$ cat src/design/tga_rle_packet_encoder_macros.svh
// assertion macros for the run-length packet encoder
`ifndef TGA_RLE_PACKET_ENCODER_MACROS_SVH
`define TGA_RLE_PACKET_ENCODER_MACROS_SVH
// assert that a condition implies a consequence in the same cycle
`define TRE_ASSERT_IMP(label, clk, rst, ante, cons, msg) \
  label: assert property (@(posedge clk) disable iff (rst) (ante) |-> (cons)) else $error(msg);
// assert that a condition implies a consequence in the next cycle
`define TRE_ASSERT_NEXT(label, clk, rst, ante, cons, msg) \
  label: assert property (@(posedge clk) disable iff (rst) (ante) |=> (cons)) else $error(msg);
`endif

$ cat src/design/tre_pkg.sv
// package with types and constants of the run-length packet encoder
`default_nettype none
package tre_pkg;
  localparam int MaxPacket = 128;
  localparam int PixPerRes = 4;
  localparam int RawAw = 7;
  localparam logic [1:0] ModeGrey = 2'd0;
  localparam logic [1:0] ModeBgr = 2'd1;

  typedef struct packed {
    logic [31:0] pixel_value;
    logic        row_end;
  } in_item_t;

  typedef struct packed {
    logic        header_valid;
    logic [7:0]  header_byte;
    logic [2:0]  pixel_count;
    logic [31:0] pixel_a;
    logic [31:0] pixel_b;
    logic [31:0] pixel_c;
    logic [31:0] pixel_d;
    logic        last_result;
  } out_item_t;

  typedef struct packed {
    logic             we;
    logic [RawAw-1:0] waddr;
    logic [31:0]      wdata;
    logic             re;
    logic [RawAw-3:0] rrow;
  } raw_ctl_t;

  function automatic logic [31:0] mask_pixel(input logic [1:0] mode, input logic [31:0] p);
    logic [31:0] r;
    r = p;
    if (mode == ModeGrey) r = p & 32'h0000_00ff;
    else if (mode == ModeBgr) r = p & 32'h00ff_ffff;
    return r;
  endfunction
endpackage
`default_nettype wire

$ cat src/design/tre_raw_store.sv
// raw pixel memory: one pixel written, a row of four read per cycle
`default_nettype none
module tre_raw_store (
  input  wire logic                clk,
  input  wire tre_pkg::raw_ctl_t   ctl,
  output logic [4*32-1:0]          rdata
);
  logic [31:0] mem0 [0:tre_pkg::MaxPacket/4-1];
  logic [31:0] mem1 [0:tre_pkg::MaxPacket/4-1];
  logic [31:0] mem2 [0:tre_pkg::MaxPacket/4-1];
  logic [31:0] mem3 [0:tre_pkg::MaxPacket/4-1];

  always_ff @(posedge clk) begin
    if (ctl.we) begin
      case (ctl.waddr[1:0])
        2'd0: mem0[ctl.waddr[tre_pkg::RawAw-1:2]] <= ctl.wdata;
        2'd1: mem1[ctl.waddr[tre_pkg::RawAw-1:2]] <= ctl.wdata;
        2'd2: mem2[ctl.waddr[tre_pkg::RawAw-1:2]] <= ctl.wdata;
        default: mem3[ctl.waddr[tre_pkg::RawAw-1:2]] <= ctl.wdata;
      endcase
    end
    if (ctl.re) begin
      rdata <= {mem3[ctl.rrow], mem2[ctl.rrow], mem1[ctl.rrow], mem0[ctl.rrow]};
    end
  end
endmodule
`default_nettype wire

$ cat config.mk
export PLATFORM = sky130hd
export DESIGN_NAME = tre_raw_store
export DESIGN_NICKNAME = d
export VERILOG_FILES = /design/src/design/tga_rle_packet_encoder_macros.svh /design/src/design/tre_pkg.sv /design/src/design/tre_raw_store.sv
export SDC_FILE = /design/constraint.sdc
export NUM_CORES = 2
export LEC_CHECK = 0
export ABC_CLOCK_PERIOD_IN_PS = 3900
export BUFFER_PORTS_ARGS = -buffer_cell sky130_fd_sc_hd__buf_2
export CELL_PAD_IN_SITES_DETAIL_PLACEMENT = 2
export CELL_PAD_IN_SITES_GLOBAL_PLACEMENT = 2
export CORE_ASPECT_RATIO = 0.9
export CORE_MARGIN = 5
export CORE_UTILIZATION = 35
export CTS_CLUSTER_SIZE = 40
export DETAILED_ROUTE_END_ITERATION = 12
export GPL_ROUTABILITY_DRIVEN = 0
export PLACE_DENSITY_LB_ADDON = 0.1
export SETUP_SLACK_MARGIN = 0.1
export SLEW_MARGIN = 25
export SYNTH_ARGS = -nofsm -noshare
export SYNTH_HDL_FRONTEND = slang
export SYNTH_SLANG_ARGS = --single-unit
$ cat constraint.sdc
create_clock -name clk -period 3.9 [get_ports clk]
set_input_delay 0.39 -clock clk [delete_from_list [all_inputs] [get_ports clk]]
set_output_delay 0.39 -clock clk [all_outputs]
set_load 0.005 [all_outputs]
==> out/results.ini <==
[die]
dieArea_um2=463500
core_um2=447800
die_h_um=646.4
die_w_um=717.1
rows=233
pin_count=175
initial_core_util_pct=35.17

[logic_synthesis]
netlist_area_um2=157500
yosysSeqAreaShare_pct=80.54
synth_warnings=0
synthTopCellsByArea=edfxtp_1 81%, mux4_2 13%, mux2i_1 1.6%
synth_cell_type_count=27
synthCells=6719
synth_ff_type=edfxtp_1
yosys.area.top_type_share_pct=80.54
ys_ff_latch=4224
synth_edf_count=4224
synth_area_leader_cell=edfxtp_1
syn_nets=6766
synth_common_cells=4224 x edfxtp_1, 896 x mux4_2, 384 x o22ai_1, 256 x mux2i_1, 192 x a22oi_1
synth.avg_cell_area_um2=23.44
synth_most_common_cell=edfxtp_1
async_flop_share_pct=0

[run]
maxCapViolCount=0

[sta]
hold_viol_final=0
slew_viol_final=0
tightest_slew_ns=1.042
period_minus_slack_ns=2.233
finalSetupTns_ns=0
setup_viol_count_final=0
finalClockSkew_ns=0.04062
slew_headroom_pct=30.51
timing.final.crit_share_pct=57.26
rsz0062_at_grt=false
max_freq_ghz=0.4478

[min_path]
min_path_cells=1
hp-start=ctl[7]
min_to=mem0[2][1]
hold_class=primary input to register

[power]
cellPowerDensity_nw_per_um2=522.6
sequentialPowerShare_pct=52.4
peakVddDrop_mv=0.3528
p_switching_uw=21160
switching_share_pct=21.98
power_leakage_uw=0.05715
p_clk_share_pct=42.9
internal-power_uw=75140
p_total_uw=96300
combPwrFrac_pct=4.6

[setup_path]
reg2reg_from=mem2[3][25]
cp.arrival_ns=2.91
r2r_cells=3
critPathCaptureType=register
r2r_setup_slack_ns=1.86
crit_type=primary input to register
path_max_fanout=43
timing.rr.end=rdata[89]
critPathLaunchType=primary input
cp.required_ns=4.58

[place]
post-dp-hpwl_um=290900
postPlaceCellArea_um2=170000
place.port_buffers=174

[routing]
drc=0
wire_per_inst_um=37.17
drt-initial-drc-count=7881
drt_wl_total_um=514000
vias=77440
vias_per_cell=5.601
firstDrtPassIters=5
postRouteAntennaNets=0

[grt]
antenna_found_initial=43
grt_usage_pct=22.01
grt_pass1_wl_um=711300
grt_pass1_vias=83370
grt_start_max_net_pins=86
overflow=0

[layout]
syn_to_final_growth_pct=17.01
post-route-cell-area_um2=184300
multiInputGateArea_um2=29600
regArea_um2=126800
fin_nets=7493
final_layout_size_suffix_gt1_share_pct=28.95
fill_cells=40930

[clock_tree]
clkTransAtPathRegs_ns=0.06
clk_latency_ns=1.00
postCtsHoldBufs=28
clockBufferDepth=4
cts_resized=0
root_buffer=clkbuf_16
cts_buffers=447
cts_sinks=4224
cts_tree=built
postCtsSetupRepairBufs=0
htree_levels=5

[outcome]
outcome=complete, no violations

[state kept, by name, indices dropped and copies added (netlist names)]
signal  count
mem3     1024
mem1     1024
mem2     1024
rdata     128
mem0     1024
[routing by layer]
layer	wire, µm	global-route usage, %	share of wire, %	up-vias
li1	-	-	-	30580
met2	251600	36.53	49	2086
met3	21830	2.183	4.2	591
met1	228900	31.61	45	44180
met4	11620	4.757	2.3	0
met5	0	0	0	-
[worst max-delay path, cell delays in order]
cell and delay [ns]:
buf_12 0.31, buf_4 0.45, buf_4 0.41, mux4_2 0.29, o22ai_1 0.13, nor4_1 0.74
[power groups by stage]
stage | clock, µW | combinational [µW] | sequential, µW
floorplan | 0 | 2050 | 51300
global placement | 0 | 4460 | 51500
finish | 41400 | 4450 | 50500
CTS | 42500 | 4590 | 50500
detailed placement | 0 | 4550 | 51500
global route | 44500 | 4730 | 50500
[worst max-delay path by stage]
stage          cells after the start  slack (ns)       from           to
2_1_floorplan                      4        0.93    ctl[38]  mem0[10][0]
3_3_place_gp                       6        0.56     ctl[2]    rdata[33]
3_5_place_dp                       6        0.54     ctl[2]    rdata[33]
4_1_cts                            1        1.48  rdata[30]    rdata[30]
5_1_grt                            1        1.58  rdata[30]    rdata[30]
6_report                           6        1.67     ctl[2]    rdata[33]
[kinds of logic (layout without fill, tap and decap cells)]
| kind of cell | count (synthesis) | in the layout | share of synthesized area [%] |
|---|---|---|---|
| and+or+nand+nor | 388 | 388 | 1.235 |
| AOI/OAI and AO/OA | 576 | 576 | 2.441 |
| buffers and inverters | 379 | 1476 | 1.342 |
| muxes | 1152 | 1152 | 14.44 |
| other | 0 | 19 | 0 |
| DFF | 4224 | 4224 | 80.54 |
[area by class of cell]
cell class / instances / share of cell area [%]
Sequential cell: 4224 / 68.83
Multi-Input combinational cell: 2116 / 16.06
Clock buffer: 571 / 6.380
Tap cell: 5992 / 4.069
Timing Repair Buffer: 657 / 3.455
Clock inverter: 248 / 1.171
Antenna cell: 19 / 0.02580
[cells in the final DEF (no fill, tap or decap), types with 2 or more instances in the layout]
cell type / instances
clkbuf_1: 119
nand4_1: 32
nand2_1: 34
inv_6: 8
nor3b_1: 3
clkinv_8: 6
nor4_1: 96
nand3b_1: 3
inv_16: 6
nand3_1: 64
nor2_4: 131
buf_2: 139
clkbuf_16: 452
mux4_2: 896
bufinv_16: 30
and3b_1: 2
o22ai_1: 384
diode_2: 19
clkinvlp_4: 9
mux2i_1: 256
clkinv_16: 3
nand3_4: 2
buf_4: 349
buf_6: 3
nor2b_1: 2
clkinv_1: 107
nor2_1: 2
buf_12: 135
nor2b_4: 3
dlygate4sd3_1: 30
a22oi_1: 192
nand2_4: 2
clkinv_2: 75
or3b_4: 2
edfxtp_1: 4224
clkinv_4: 4
[per-stage QoR]
stage	cells	hold WS (ns)	worst slack (ns)	utilization, %
finish	13830	0.1277	1.667	41.15
global route	13820	0.08701	1.581	41.15
CTS	13810	0.03740	1.480	41.13
detailed placement	12960	0.7648	0.5431	37.96
global placement	12960	0.7481	0.5619	37.96
floorplan	6719	0.4889	0.9329	-
(Power assumes the default switching activity.)
